===== src/rtl/core/dlii_pkg.sv =====
`default_nettype none
package dlii_pkg;

    localparam int COORD_W = 6;
    localparam int LEVEL_W = 17;
    // level quotient carries sign and one bit of headroom
    localparam int LQ_W    = LEVEL_W + 2;

    // divider retires this many quotient bits per cycle
    localparam int DIV_STEP = 2;
    localparam int DIV_ITER = (LEVEL_W + DIV_STEP - 1) / DIV_STEP;
    localparam int DIV_PAD  = DIV_ITER * DIV_STEP;
    localparam int DIV_CW   = $clog2(DIV_ITER);

    typedef struct packed {
        logic [COORD_W-1:0] start_x;
        logic [COORD_W-1:0] start_y;
        logic [COORD_W-1:0] end_x;
        logic [COORD_W-1:0] end_y;
        logic [LEVEL_W-1:0] start_level;
        logic [LEVEL_W-1:0] end_level;
    } dlii_in_t;

    typedef struct packed {
        logic [COORD_W-1:0] point_x;
        logic [COORD_W-1:0] point_y;
        logic [LEVEL_W-1:0] point_level;
        logic               last_point;
    } dlii_out_t;

    typedef struct packed {
        logic load;
        logic setup;
        logic div_fin;
        logic step;
    } dlii_cmd_t;

    typedef struct packed {
        logic short_seg;
        logic div_done;
        logic out_free;
        logic last_pt;
    } dlii_stat_t;

endpackage
`default_nettype wire


===== src/rtl/core/dlii_divider.sv =====
`default_nettype none
module dlii_divider #(
    parameter int DEN_W = 6
) (
    input  wire logic                        aclk,
    input  wire logic                        aresetn,
    input  wire logic                        start,
    input  wire logic [dlii_pkg::LEVEL_W-1:0] dividend,
    input  wire logic [DEN_W-1:0]            divisor,
    output logic                             done,
    output logic [dlii_pkg::LEVEL_W-1:0]     quotient,
    output logic [DEN_W-1:0]                 remainder
);
    import dlii_pkg::*;

    logic [DIV_PAD-1:0] quo_reg;
    logic [DIV_PAD-1:0] quo_next;
    logic [DEN_W-1:0]   rem_reg;
    logic [DEN_W-1:0]   rem_next;
    logic [DEN_W-1:0]   den_reg;
    logic [DIV_CW-1:0]  cnt_reg;
    logic               busy_reg;
    logic [DEN_W:0]     trial;
    logic               last_iter;

    // restoring division, DIV_STEP bits per cycle
    always_comb begin
        rem_next = rem_reg;
        quo_next = quo_reg;
        trial    = '0;
        for (int j = 0; j < DIV_STEP; j++) begin
            trial    = {rem_next, quo_next[DIV_PAD-1]};
            quo_next = {quo_next[DIV_PAD-2:0], 1'b0};
            if (trial >= {1'b0, den_reg}) begin
                trial       = trial - {1'b0, den_reg};
                quo_next[0] = 1'b1;
            end
            rem_next = trial[DEN_W-1:0];
        end
    end

    assign last_iter = (cnt_reg == DIV_CW'(DIV_ITER - 1));
    assign done      = busy_reg && last_iter;
    assign quotient  = quo_reg[LEVEL_W-1:0];
    assign remainder = rem_reg;

    always_ff @(posedge aclk) begin
        if (!aresetn) begin
            busy_reg <= 1'b0;
            cnt_reg  <= '0;
        end else if (start) begin
            busy_reg <= 1'b1;
            cnt_reg  <= '0;
        end else if (busy_reg) begin
            cnt_reg <= cnt_reg + DIV_CW'(1);
            if (last_iter) begin
                busy_reg <= 1'b0;
            end
        end
    end

    always_ff @(posedge aclk) begin
        if (start) begin
            quo_reg <= DIV_PAD'(dividend);
            rem_reg <= '0;
            den_reg <= divisor;
        end else if (busy_reg) begin
            quo_reg <= quo_next;
            rem_reg <= rem_next;
        end
    end

endmodule
`default_nettype wire


===== src/rtl/core/dlii_datapath.sv =====
`default_nettype none
module dlii_datapath #(
    parameter int RASTER_SIDE = 64,
    parameter int FRAC_BITS   = 16
) (
    input  wire logic                 aclk,
    input  wire logic                 aresetn,
    input  wire dlii_pkg::dlii_in_t   s_data,
    input  wire dlii_pkg::dlii_cmd_t  cmd,
    output dlii_pkg::dlii_stat_t      stat,
    output dlii_pkg::dlii_out_t       m_data,
    output logic                      m_valid,
    input  wire logic                 m_ready
);
    import dlii_pkg::*;

    localparam int CW = $clog2(RASTER_SIDE);
    localparam logic [31:0] ONE_LEVEL = 32'd1 << FRAC_BITS;

    function automatic logic [CW-1:0] clip(input logic [COORD_W-1:0] v);
        logic [COORD_W:0] v_ext;
        v_ext = {1'b0, v};
        if (v_ext >= (COORD_W+1)'(RASTER_SIDE)) begin
            clip = CW'(RASTER_SIDE - 1);
        end else begin
            clip = v[CW-1:0];
        end
    endfunction

    // captured segment
    logic [CW-1:0]      x0_reg, y0_reg, x1_reg, y1_reg;
    logic [LEVEL_W-1:0] l0_reg, l1_reg;

    // setup terms
    logic signed [CW:0]  dx_c, dy_c;
    logic [CW-1:0]       adx_c, ady_c, steps_c;
    logic signed [LEVEL_W:0] diff_c;
    logic [LEVEL_W-1:0]  adiff_c;

    // walk state
    logic signed [CW:0]  dx_reg, dy_reg;
    logic [CW-1:0]       steps_reg, den_reg, k_reg;
    logic                flat_reg, neg_reg;
    logic [CW-1:0]       qx_reg, qy_reg;
    logic [CW:0]         rx_reg, ry_reg;
    logic signed [LQ_W-1:0] ql_reg, eq_reg;
    logic [CW:0]         rl_reg, er_reg;

    // divider
    logic [LEVEL_W-1:0]  div_quo;
    logic [CW-1:0]       div_rem;
    logic                div_done;

    // step terms
    logic signed [CW+2:0] two_steps, tx, ty;
    logic [CW-1:0]        qx_next, qy_next;
    logic [CW:0]          rx_next, ry_next;
    logic                 ymove;
    logic [CW+1:0]        tl, dd;
    logic                 lcarry;
    logic signed [LQ_W-1:0] ql_next, eq_pos;
    logic [CW:0]          rl_next;
    logic signed [31:0]   ql_ext;
    logic [31:0]          lvl32;
    logic                 last_c;

    dlii_out_t m_data_reg;
    logic      m_valid_reg;

    dlii_divider #(
        .DEN_W(CW)
    ) u_div (
        .aclk     (aclk),
        .aresetn  (aresetn),
        .start    (cmd.setup),
        .dividend (adiff_c),
        .divisor  (ady_c),
        .done     (div_done),
        .quotient (div_quo),
        .remainder(div_rem)
    );

    always_comb begin
        dx_c    = $signed({1'b0, x1_reg}) - $signed({1'b0, x0_reg});
        dy_c    = $signed({1'b0, y1_reg}) - $signed({1'b0, y0_reg});
        adx_c   = CW'(dx_c[CW] ? -dx_c : dx_c);
        ady_c   = CW'(dy_c[CW] ? -dy_c : dy_c);
        steps_c = (adx_c > ady_c) ? adx_c : ady_c;
        diff_c  = $signed({1'b0, l1_reg}) - $signed({1'b0, l0_reg});
        adiff_c = LEVEL_W'(diff_c[LEVEL_W] ? -diff_c : diff_c);
        eq_pos  = $signed({2'b00, div_quo});
    end

    // exact dda: quotient and remainder of (2*d*k + steps) over 2*steps per axis
    always_comb begin
        two_steps = $signed({2'b00, steps_reg, 1'b0});
        tx = $signed({2'b00, rx_reg}) + $signed({dx_reg[CW], dx_reg, 1'b0});
        ty = $signed({2'b00, ry_reg}) + $signed({dy_reg[CW], dy_reg, 1'b0});

        qx_next = qx_reg;
        rx_next = tx[CW:0];
        if (!dx_reg[CW] && (tx >= two_steps)) begin
            qx_next = qx_reg + CW'(1);
            rx_next = (CW+1)'(tx - two_steps);
        end else if (dx_reg[CW] && (tx < 0)) begin
            qx_next = qx_reg - CW'(1);
            rx_next = (CW+1)'(tx + two_steps);
        end

        qy_next = qy_reg;
        ry_next = ty[CW:0];
        ymove   = 1'b0;
        if (!dy_reg[CW] && (ty >= two_steps)) begin
            qy_next = qy_reg + CW'(1);
            ry_next = (CW+1)'(ty - two_steps);
            ymove   = 1'b1;
        end else if (dy_reg[CW] && (ty < 0)) begin
            qy_next = qy_reg - CW'(1);
            ry_next = (CW+1)'(ty + two_steps);
            ymove   = 1'b1;
        end

        // level moves by (l1-l0)/den for each row step
        tl      = {1'b0, rl_reg} + {1'b0, er_reg};
        dd      = {1'b0, den_reg, 1'b0};
        lcarry  = (tl >= dd);
        ql_next = ql_reg;
        rl_next = rl_reg;
        if (ymove) begin
            ql_next = ql_reg + eq_reg + $signed({{(LQ_W-1){1'b0}}, lcarry});
            rl_next = lcarry ? (CW+1)'(tl - dd) : tl[CW:0];
        end

        ql_ext = 32'(ql_next);
        if (ql_ext < 0) begin
            lvl32 = '0;
        end else if ($unsigned(ql_ext) > ONE_LEVEL) begin
            lvl32 = ONE_LEVEL;
        end else begin
            lvl32 = $unsigned(ql_ext);
        end

        last_c = (k_reg == CW'(steps_reg - CW'(2)));
    end

    always_ff @(posedge aclk) begin
        if (cmd.load) begin
            x0_reg <= clip(s_data.start_x);
            y0_reg <= clip(s_data.start_y);
            x1_reg <= clip(s_data.end_x);
            y1_reg <= clip(s_data.end_y);
            l0_reg <= s_data.start_level;
            l1_reg <= s_data.end_level;
        end
        if (cmd.setup) begin
            dx_reg    <= dx_c;
            dy_reg    <= dy_c;
            steps_reg <= steps_c;
            den_reg   <= ady_c;
            flat_reg  <= (y0_reg == y1_reg);
            neg_reg   <= diff_c[LEVEL_W];
            qx_reg    <= x0_reg;
            rx_reg    <= {1'b0, steps_c};
            qy_reg    <= y0_reg;
            ry_reg    <= {1'b0, steps_c};
            ql_reg    <= $signed({2'b00, l0_reg});
            rl_reg    <= {1'b0, ady_c};
            k_reg     <= '0;
        end
        if (cmd.div_fin) begin
            if (!neg_reg) begin
                eq_reg <= eq_pos;
                er_reg <= {div_rem, 1'b0};
            end else if (div_rem == '0) begin
                eq_reg <= -eq_pos;
                er_reg <= '0;
            end else begin
                eq_reg <= -eq_pos - LQ_W'(1);
                er_reg <= {den_reg - div_rem, 1'b0};
            end
        end
        if (cmd.step) begin
            qx_reg <= qx_next;
            rx_reg <= rx_next;
            qy_reg <= qy_next;
            ry_reg <= ry_next;
            ql_reg <= ql_next;
            rl_reg <= rl_next;
            k_reg  <= k_reg + CW'(1);
            m_data_reg.point_x     <= COORD_W'(qx_next);
            m_data_reg.point_y     <= COORD_W'(qy_next);
            m_data_reg.point_level <= flat_reg ? ONE_LEVEL[LEVEL_W-1:0]
                                               : lvl32[LEVEL_W-1:0];
            m_data_reg.last_point  <= last_c;
        end
    end

    always_ff @(posedge aclk) begin
        if (!aresetn) begin
            m_valid_reg <= 1'b0;
        end else if (cmd.step) begin
            m_valid_reg <= 1'b1;
        end else if (m_ready) begin
            m_valid_reg <= 1'b0;
        end
    end

    assign m_valid        = m_valid_reg;
    assign m_data         = m_data_reg;
    assign stat.short_seg = (steps_c < CW'(2));
    assign stat.div_done  = div_done;
    assign stat.out_free  = !m_valid_reg || m_ready;
    assign stat.last_pt   = last_c;

endmodule
`default_nettype wire


===== src/rtl/core/dlii_ctrl.sv =====
`default_nettype none
module dlii_ctrl (
    input  wire logic                 aclk,
    input  wire logic                 aresetn,
    input  wire logic                 s_valid,
    output logic                      s_ready,
    input  wire dlii_pkg::dlii_stat_t stat,
    output dlii_pkg::dlii_cmd_t       cmd
);
    import dlii_pkg::*;

    localparam logic [2:0] ST_IDLE  = 3'd0;
    localparam logic [2:0] ST_SETUP = 3'd1;
    localparam logic [2:0] ST_DIV   = 3'd2;
    localparam logic [2:0] ST_DFIN  = 3'd3;
    localparam logic [2:0] ST_WALK  = 3'd4;

    logic [2:0] state_reg;
    logic [2:0] state_next;

    always_comb begin
        state_next  = state_reg;
        cmd         = '0;
        s_ready     = 1'b0;
        case (state_reg)
            ST_IDLE: begin
                s_ready  = 1'b1;
                cmd.load = s_valid;
                if (s_valid) begin
                    state_next = ST_SETUP;
                end
            end
            ST_SETUP: begin
                cmd.setup  = 1'b1;
                state_next = stat.short_seg ? ST_IDLE : ST_DIV;
            end
            ST_DIV: begin
                if (stat.div_done) begin
                    state_next = ST_DFIN;
                end
            end
            ST_DFIN: begin
                cmd.div_fin = 1'b1;
                state_next  = ST_WALK;
            end
            ST_WALK: begin
                cmd.step = stat.out_free;
                if (stat.out_free && stat.last_pt) begin
                    state_next = ST_IDLE;
                end
            end
            default: begin
                state_next = ST_IDLE;
            end
        endcase
    end

    always_ff @(posedge aclk) begin
        if (!aresetn) begin
            state_reg <= ST_IDLE;
        end else begin
            state_reg <= state_next;
        end
    end

endmodule
`default_nettype wire


===== src/rtl/core/dda_line_intensity_interpolator_core.sv =====
// dda line walker with linear intensity along y
// input channel s_*: one segment per transaction (two endpoints, two levels)
// output channel m_*: one transaction per interior point, last_point marks
// the final point of a segment; segments shorter than two steps give none
// sequence: transaction accepted, a setup state, the level step divider
// (two quotient bits per cycle), a state to form the level increment,
// then one point per cycle while the receiver takes them; a new segment
// is accepted only once the walk of the last one is done
// a short segment returns to idle straight after setup
// the point walk is exact: per axis a quotient and remainder update on each
// step, the level follows the row with a precomputed step
// if the receiver stalls, the walk holds with the current point in the
// output register and resumes when it is taken
// reset (aresetn low, synchronous) returns to idle and drops m_valid
`default_nettype none
module dda_line_intensity_interpolator_core #(
    parameter int RASTER_SIDE = 64,
    parameter int FRAC_BITS   = 16
) (
    input  wire logic                aclk,
    input  wire logic                aresetn,
    input  wire logic                s_valid,
    output logic                     s_ready,
    input  wire dlii_pkg::dlii_in_t  s_data,
    output logic                     m_valid,
    input  wire logic                m_ready,
    output dlii_pkg::dlii_out_t      m_data
);
    import dlii_pkg::*;

    dlii_cmd_t  cmd;
    dlii_stat_t stat;

    dlii_ctrl u_ctrl (
        .aclk   (aclk),
        .aresetn(aresetn),
        .s_valid(s_valid),
        .s_ready(s_ready),
        .stat   (stat),
        .cmd    (cmd)
    );

    dlii_datapath #(
        .RASTER_SIDE(RASTER_SIDE),
        .FRAC_BITS  (FRAC_BITS)
    ) u_dp (
        .aclk   (aclk),
        .aresetn(aresetn),
        .s_data (s_data),
        .cmd    (cmd),
        .stat   (stat),
        .m_data (m_data),
        .m_valid(m_valid),
        .m_ready(m_ready)
    );

endmodule
`default_nettype wire


===== config.mk =====
export PLATFORM = sky130hd
export DESIGN_NAME = dda_line_intensity_interpolator_core
export DESIGN_NICKNAME = d
export VERILOG_FILES = /design/src/rtl/core/dlii_pkg.sv /design/src/rtl/core/dlii_divider.sv /design/src/rtl/core/dlii_datapath.sv /design/src/rtl/core/dlii_ctrl.sv /design/src/rtl/core/dda_line_intensity_interpolator_core.sv
export SDC_FILE = /design/constraint.sdc
export NUM_CORES = 1
export LEC_CHECK = 0
export ABC_AREA = 1
export ABC_CLOCK_PERIOD_IN_PS = 9100
export BUFFER_PORTS_ARGS = -buffer_cell sky130_fd_sc_hd__buf_2
export CAP_MARGIN = 20
export CORE_ASPECT_RATIO = 2
export CORE_MARGIN = 2
export CORE_UTILIZATION = 60
export DETAILED_ROUTE_END_ITERATION = 16
export MAX_ROUTING_LAYER = met4
export PLACE_DENSITY = 0.79
export SYNTH_ARGS = -nofsm -noshare
export SYNTH_HDL_FRONTEND = slang
export SYNTH_SLANG_ARGS = --single-unit
export TNS_END_PERCENT = 100

===== constraint.sdc =====
create_clock -name aclk -period 9.1 [get_ports aclk]
set_input_delay 0.91 -clock aclk [delete_from_list [all_inputs] [get_ports aclk]]
set_output_delay 0.91 -clock aclk [all_outputs]
set_load 0.05 [all_outputs]

### Yosys cells after proc, flatten, opt, wreduce, memory -nomap -nowiden

Index checks and enable logic that the tools add are counted.

* word-level logic and storage cells: 162
* flip-flop bits (word level): 233

* bitwise gates (word level): 1
* magnitude comparators: 11
* $add $sub $neg: 28
* multiplexer cells: 57
* reductions and logical operators: 19
* eq/ne operators: 11

Operators with widths (number)
* two-way mux 17 bit: 6
* two-way mux 7 bit: 13
* two-way mux 6 bit: 15
* two-way mux 19 bit: 4
* greater-than comparator 32 x 17 -> 1 bit (second input constant): 1
* subtractor 7 bit: 3
* adder 19 bit: 1
* adder 19 x 2 -> 19 bit: 1
* < comparator 19 x 1 -> 1 bit (second input constant): 1
* negator 17 -> 19 bit: 1
* subtractor 19 x 2 -> 19 bit (second input constant): 1
* adder 6 x 1 -> 6 bit (second input constant): 3
* adder 8 x 8 -> 9 bit: 2
* greater-or-equal comparator 9 x 8 -> 1 bit: 2
* < comparator 9 x 1 -> 1 bit (second input constant): 2
* subtractor 17 x 17 -> 18 bit: 1
* subtractor 6 bit: 3
* negator 17 bit: 1
* one-hot mux 3 bit (5 select lines): 1
* adder 7 bit: 2
* greater-or-equal comparator 7 x 6 -> 1 bit: 2
* two-way mux 1 bit: 14
* subtractor 6 x 6 -> 7 bit: 2
* == test 6 bit: 2
* 27 further kinds: 43

### Depth between registers and ports, before layout

Gate-level depths: netlist of run 1.

* word-level depth: 9
* mapped depth: 34
* gate-level depth less buffers: 32

### By module

A second synthesis of run 1 with hierarchy kept.

* cell total of the unflattened synthesis: 2008
* area total of the unflattened synthesis: 16701.0 um^2

By module, submodules not included
* dlii_datapath: area each 14223.6 um^2, cells each 1702, seq. area each 5935.7 um^2, instances 1
* dlii_divider: area each 2280.9 um^2, cells each 277, seq. area each 930.9 um^2, instances 1
* dlii_ctrl: area each 196.4 um^2, cells each 29, seq. area each 60.1 um^2, instances 1

### Worst setup path before layout of run 1

OpenSTA, ideal clock, no wires.

* path type: input to register
* start: in s_valid
* end: reg u_dp.l0_reg[0], enable pin
* data arrival time: 6.426 ns
* setup time: 0.617 ns
* setup slack: 2.056 ns
* stages on the path: 2
* path buffers: 0
* cell sequence: inv_1 nor4_1

RTL lines
* from (decl): RTL line dda_line_intensity_interpolator_core.sv:22 `input wire logic s_valid,`
* to (signal assigned): RTL line dlii_datapath.sv:152 `l0_reg <= s_data.start_level;`
* to (decl): RTL line dlii_datapath.sv:32 `logic [LEVEL_W-1:0] l0_reg, l1_reg;`

### Worst setup path after layout of run 1

* start: reg u_dp.rl_reg[1]
* end: reg u_dp.m_data_reg (netlist bit u_dp.m_data[2]) (data pin)

* cells in the longest elaborated chain, start to end: 6
* elaborated cells on any way between the ends: 7

RTL lines
* from (decl): RTL line dlii_datapath.sv:47 `logic [CW:0] rl_reg, er_reg;`
* from (signal assigned): RTL line dlii_datapath.sv:167 `rl_reg <= {1'b0, ady_c};`
* from (signal assigned): RTL line dlii_datapath.sv:188 `rl_reg <= rl_next;`
* adder 7 x 7 -> 8 bit *: RTL line dlii_datapath.sv:124 `tl = {1'b0, rl_reg} + {1'b0, er_reg};`
* greater-or-equal comparator 8 x 7 -> 1 bit *: RTL line dlii_datapath.sv:126 `lcarry = (tl >= dd);`
* adder 19 x 2 -> 19 bit *: RTL line dlii_datapath.sv:130 `ql_next = ql_reg + eq_reg + $signed({{(LQ_W-1){1'b0}}, lcarry});`
* two-way mux 19 bit *: RTL line dlii_datapath.sv:129 `if (ymove) begin`
* greater-than comparator 32 x 17 -> 1 bit or < comparator 19 x 1 -> 1 bit (tied branches): RTL line dlii_datapath.sv:137, dlii_datapath.sv:135
* OR reduction 3 bit (no source line)
* to (decl): RTL line dlii_datapath.sv:67 `dlii_out_t m_data_reg;`

Mark *: on every way between the ends. The rest lies on a longest branch, timed or not.
A chain may end at the register's enable or synchronous reset.

==> results of run 1 <==
## synth_stat cells (8+ instances only)
cell type	n	area, um2
edfxtp_1	214	6430
nand4_1	21	131
or2_2	9	56.3
o22ai_1	8	50.1
nor3_1	29	145
xor2_1	78	683
clkbuf_1	26	97.6
fa_1	16	320
o211ai_1	8	60.1
xnor2_1	33	289
a21oi_1	91	455
nor2_1	156	586
ha_1	131	1640
nor2_2	11	68.8
o21ai_0	146	731
nand3_1	114	571
dfxtp_1	16	320
inv_1	261	980
nand2_1	461	1730
## layer usage
layer / vias up / global-route usage / share of wire
met5: - / - / 0
met4: 0 / 0.0967 / 0.030
met3: 91 / 0.0334 / 0.055
met2: 377 / 0.455 / 0.48
met1: 5893 / 0.340 / 0.43
li1: 6474 / - / -
## placed cells by master, fill, tap and decap left out, types with 2 or more instances in the layout
cell and n:
a21oi_2 3, buf_4 7, nand4_1 21, clkinv_1 3, inv_6 4, clkinv_4 3, inv_1 260, o21ai_0 146
o21bai_1 4, o22ai_1 8, xor2_1 78, nor2_2 11, xnor2_1 33, ha_1 131, a21o_1 3, or2_2 9
bufinv_16 5, edfxtp_1 214, clkinvlp_4 3, a31o_2 2, clkbuf_16 23, a21oi_1 91, nand3b_1 7, clkinv_2 3
a31oi_1 4, nor2_1 156, fa_1 16, nand2_4 2, nor3_1 27, o21a_1 2, nand3_1 114, nand2_1 460
o211ai_1 8, nand2_2 4, dfxtp_1 16, buf_2 93, nor3_2 2
## kinds of logic after synthesis
logic type	after synthesis
AOI/OAI and AO/OA	281
buffers and inverters	297
and+or+nand+nor	821
xor gates and xnor gates	111
DFF	230
adders and majority gates	147
## worst max-delay path by stage
stage	start	to	depth (start not counted)
6_report	u_dp.rl_reg[1]$_DFFE_PP_	u_dp.m_data[2]$_SDFFCE_PP0P_	31
5_1_grt	u_dp.rl_reg[1]$_DFFE_PP_	u_dp.m_data[2]$_SDFFCE_PP0P_	31
4_1_cts	u_dp.rl_reg[1]$_DFFE_PP_	u_dp.m_data[2]$_SDFFCE_PP0P_	31
3_5_place_dp	u_dp.er_reg[1]$_DFFE_PP_	u_dp.m_data[7]$_SDFFCE_PP0P_	31
3_3_place_gp	u_dp.er_reg[1]$_DFFE_PP_	u_dp.m_data[5]$_SDFFCE_PP0P_	31
2_1_floorplan	s_valid	u_dp.l0_reg[0]$_DFFE_PP_	2
## worst max-delay path, delay by kind of cell (launching register included)
family / cells / cell delay [ns]
fa+ha+maj: 5 / 1.90
simple gates: 20 / 2.11
buf+inv: 2 / 0.13
compound gates: 4 / 0.55
flops: 1 / 0.41
## layout make-up
cell class,count,area share
clock buffer,23,0.0330
tap,344,0.0247
antenna,1,0.000144
inverter,264,0.0569
multi-input combinational,1360,0.454
clock inverter,18,0.0142
sequential,230,0.387
timing repair buffer,100,0.0297
## metrics by stage
| stage | utilization | setup slack, ns |
|---|---|---|
| 3_3_place_gp | 0.637 | 4.06 |
| 2_1_floorplan | - | 2.06 |
| 3_5_place_dp | 0.637 | 3.94 |
| 6_report | 0.669 | 3.82 |
| 5_1_grt | 0.669 | 3.38 |
| 4_1_cts | 0.669 | 3.88 |
==> results.json, run 1 <==
{
  "hold_path_depth": 2,
  "yosysWarnings": 0,
  "crit_top_cell": "nand2_1",
  "grt_pass1_wl_um": 59000,
  "ys_ff_latch": 230,
  "critical-path-max-stage-delay_ns": 0.51,
  "antenna_found_initial": 1,
  "ant_nets": 0,
  "final_cells": 2340,
  "numCtsBuffers": 23,
  "synth-xor-area-share": 0.0615,
  "regToRegEndpoint": "u_dp.m_data[2]$_SDFFCE_PP0P_",
  "root_buffer": "clkbuf_16",
  "cp.arrival_ns": 5.66,
  "setup-tns-final_ns": 0,
  "die-width_um": 119,
  "hold_end": "u_dp.u_div.cnt_reg[2]$_SDFFE_PP0P_",
  "async_reset_ff_frac": 0,
  "hp-start": "u_dp.u_div.cnt_reg[2]$_SDFFE_PP0P_",
  "largest_reg_flops": 30,
  "stdcell_area_mm2": 0.0174,
  "cts_tree": "yes",
  "ys_seq_area_frac": 0.427,
  "hold_class": "reg2reg",
  "ctsHoldBuffers": 0,
  "slew_headroom": 0.364,
  "synth_fp_nets": 2096,
  "firstDrtPassIters": 6,
  "clock.fmax_mhz": 189,
  "gp_congestion": 0.972,
  "clkSlewWorstSetupHoldPaths_ns": 0.07,
  "io_buffers": 93,
  "num-fill-cells": 2212,
  "rr_worst_depth": 31,
  "fp.dieH_um": 233,
  "dieArea_mm2": 0.0277,
  "tightest_slew_ns": 0.952,
  "synthCells": 1887,
  "drive_above_1_share": 0.0892,
  "groute.usage.overall": 0.272,
  "slew_violations": 0,
  "cp_slowest_cell": "fa_1",
  "grt_max_degree": 59,
  "status": "finished, final reports clean",
  "synth-simple-area-share": 0.219,
  "synth-main-ff-cell": "edfxtp_1",
  "final-seq-area_mm2": 0.00675,
  "synth_top_family_by_area": "simple AND/OR/NAND/NOR gates",
  "drt_iter0_markers": 1020,
  "start_util": 0.606,
  "clock_sinks": 230,
  "finalClockSkew_ns": 0.0134,
  "avgSynthCellArea_um2": 8.37,
  "period_needed_ns": 5.28,
  "dp_cells": 2298,
  "finalCritPeriodShare": 0.580,
  "rsz0062_at_grt": "false",
  "clockBufferDepth": 3,
  "reg2reg_slack_ns": 3.82,
  "area_growth_pct": 10.4,
  "synth_mux_area_frac": 0,
  "multi_input_area_mm2": 0.00792,
  "cts_htree_levels": 1,
  "grt_pass1_vias": 12400,
  "syn_area_mm2": 0.0158,
  "critPathLaunchType": "flop",
  "r2r-start": "u_dp.rl_reg[1]$_DFFE_PP_",
  "avgViaCountPerCell": 5.49,
  "synth-compound-area-share": 0.0961,
  "grt_overflow_total": 0,
  "setup_violations": 0,
  "cts_resized": 0,
  "hold_ws_ns": 0.459,
  "post-cts-setup-buffers": 0,
  "place_area_mm2": 0.0166,
  "drc": 0,
  "core_mm2": 0.0261,
  "ios": 94,
  "nets": 2188,
  "synth_cell_type_count": 50,
  "hold_violations": 0,
  "clk-insertion-delay-late_ns": 0.53,
  "finalWirelength_um": 36100,
  "wl_per_cell_um": 15.4,
  "synthAdderAreaFrac": 0.124,
  "required_ns": 9.48,
  "dp_hpwl_um": 26900,
  "path_max_fanout": 16,
  "max_cap_violations": 0,
  "crit_type": "reg2reg",
  "vias": 12800,
  "synth-edff-count": 214,
  "end_kind": "flop",
  "core.rowCount": 84
}
Power of run 1 is not shown: default switching activity piles up to over one toggle a cycle in this logic, so the estimate is an artifact.
==> run 2: changes to the inputs <==
--- a/config.mk
+++ b/config.mk
@@ -6,7 +6,7 @@
 export NUM_CORES = 1
 export LEC_CHECK = 0
 export ABC_AREA = 1
-export ABC_CLOCK_PERIOD_IN_PS = 9100
+export ABC_CLOCK_PERIOD_IN_PS = 5500
 export BUFFER_PORTS_ARGS = -buffer_cell sky130_fd_sc_hd__buf_2
 export CAP_MARGIN = 20
 export CORE_ASPECT_RATIO = 2
==> constraint.sdc (replaced) <==
create_clock -name aclk -period 5.5 [get_ports aclk]
set_input_delay 0.55 -clock aclk [delete_from_list [all_inputs] [get_ports aclk]]
set_output_delay 0.55 -clock aclk [all_outputs]
set_load 0.05 [all_outputs]
==> results.json, run 2 (synthesis gave the netlist of run 1 again) <==
{
  "ios": 94,
  "grt_overflow_total": 0,
  "area_growth_pct": 9.60,
  "setup-tns-final_ns": 0,
  "io_buffers": 93,
  "rsz0062_at_grt": "false",
  "ctsHoldBuffers": 0,
  "firstDrtPassIters": 5,
  "antenna_found_initial": 0,
  "finalWirelength_um": 36000,
  "r2r-start": "u_dp.er_reg[1]$_DFFE_PP_",
  "clockBufferDepth": 3,
  "grt_pass1_wl_um": 58300,
  "die-width_um": 119,
  "period_needed_ns": 5.03,
  "dp_hpwl_um": 27100,
  "core_mm2": 0.0261,
  "numCtsBuffers": 21,
  "cts_resized": 0,
  "tightest_slew_ns": 1.00,
  "regToRegEndpoint": "u_dp.m_data[5]$_SDFFCE_PP0P_",
  "end_kind": "flop",
  "start_util": 0.606,
  "n_antenna_cell": 0,
  "max_cap_violations": 0,
  "hold_end": "u_dp.l1_reg[14]$_DFFE_PP_",
  "critPathLaunchType": "flop",
  "hold_class": "in2reg",
  "largest_reg_flops": 30,
  "mostFrequentLayoutCell": "nand2_1",
  "grt_pass1_vias": 12200,
  "finalClockSkew_ns": 0.0106,
  "wl_per_cell_um": 15.4,
  "slew_violations": 0,
  "clock.fmax_mhz": 199,
  "drc": 0,
  "grt_max_degree": 59,
  "cts_htree_levels": 1,
  "required_ns": 5.86,
  "drive_above_1_share": 0.0889,
  "cp-startpoint": "u_dp.er_reg[1]$_DFFE_PP_",
  "hp-start": "s_data[14]",
  "dieArea_mm2": 0.0277,
  "fp.dieH_um": 233,
  "hold_path_depth": 1,
  "cp.arrival_ns": 5.40,
  "groute.usage.overall": 0.267,
  "reg2reg_slack_ns": 0.47,
  "avgViaCountPerCell": 5.49,
  "root_buffer": "clkbuf_16",
  "mostFrequentLayoutCells": "459 x nand2_1, 260 x inv_1, 214 x edfxtp_1",
  "clk-insertion-delay-late_ns": 0.52,
  "hold_violations": 0,
  "rr_worst_depth": 27,
  "status": "finished, final reports clean",
  "stdcell_area_mm2": 0.0173,
  "clkSlewWorstSetupHoldPaths_ns": 0.07,
  "place_area_mm2": 0.0166,
  "path_max_fanout": 11,
  "clock_sinks": 230,
  "cts_tree": "yes",
  "ant_nets": 0,
  "gp_congestion": 0.956,
  "setup_violations": 0,
  "num-fill-cells": 2253,
  "post-cts-setup-buffers": 0,
  "core.rowCount": 84,
  "nets": 2187,
  "drt_iter0_markers": 934,
  "slew_headroom": 0.324,
  "finalCritPeriodShare": 0.915,
  "vias": 12800,
  "crit_type": "reg2reg"
}
-- run 2: cell count changes in the layout (fill, tap and decap cells not counted), moves of 3 or more --
cell,previous run,this run
inv_6,4,0
nor2_1,156,153
bufinv_16,5,2
nor2_2,11,14
clkinv_2,3,6
clkinv_1,3,6
-- run 2: critical path: stages (launching register included) --
cell and delay, ns:
edfxtp_1 0.37, ha_1 0.23, fa_1 0.38, nand2_1 0.08, inv_1 0.05, nor2_1 0.14, ha_1 0.30, a21oi_1 0.15
o21ai_0 0.12, inv_1 0.09, o21ai_0 0.09, a21oi_2 0.16, nand2_1 0.06, nand2_1 0.07, nand2_2 0.13, fa_2 0.42
fa_2 0.40, nand2_1 0.09, nand3_1 0.14, nand2_1 0.13, nand2_1 0.11, a21oi_1 0.19, xor2_1 0.09, nand2_1 0.06
o21ai_0 0.14, nor2_2 0.30, nand3_4 0.21, nor2_1 0.18
-- run 2: per-layer routing --
metal | part of all wire | track usage | vias up
li1 | - | - | 6465
met1 | 0.43 | 0.342 | 5887
met2 | 0.48 | 0.440 | 374
met3 | 0.055 | 0.0269 | 99
met4 | 0.036 | 0.101 | 0
met5 | 0 | - | -
-- run 2: how the worst max path moves through the flow --
stage / end
6_report: u_dp.m_data[5]$_SDFFCE_PP0P_
2_1_floorplan: u_dp.m_data[10]$_SDFFCE_PP0P_
3_3_place_gp: u_dp.m_data[1]$_SDFFCE_PP0P_
3_5_place_dp: u_dp.m_data[2]$_SDFFCE_PP0P_
4_1_cts: u_dp.m_data[2]$_SDFFCE_PP0P_
5_1_grt: u_dp.m_data[4]$_SDFFCE_PP0P_
-- run 2: cell type report --
class / instances / area [um2] / share of cell area
timing repair buffer: 100 / 518 / 0.0299
clock inverter: 14 / 124 / 0.00716
sequential: 230 / 6750 / 0.390
inverter: 264 / 992 / 0.0573
clock buffer: 23 / 533 / 0.0308
tap: 344 / 430 / 0.0249
multi-input combinational: 1361 / 7970 / 0.460
-- run 2: metrics by stage --
stage           util  cells  hold WS [ns]  setup WS, ns
4_1_cts        0.663   2335         0.181         0.244
3_5_place_dp   0.638   2298         0.453         0.272
6_report       0.664   2336         0.205         0.467
2_1_floorplan      -   1887         0.439         0.823
5_1_grt        0.664   2336         0.189        0.0381
3_3_place_gp   0.638   2298         0.448         0.442
Power of run 2 is left out for the same reason.
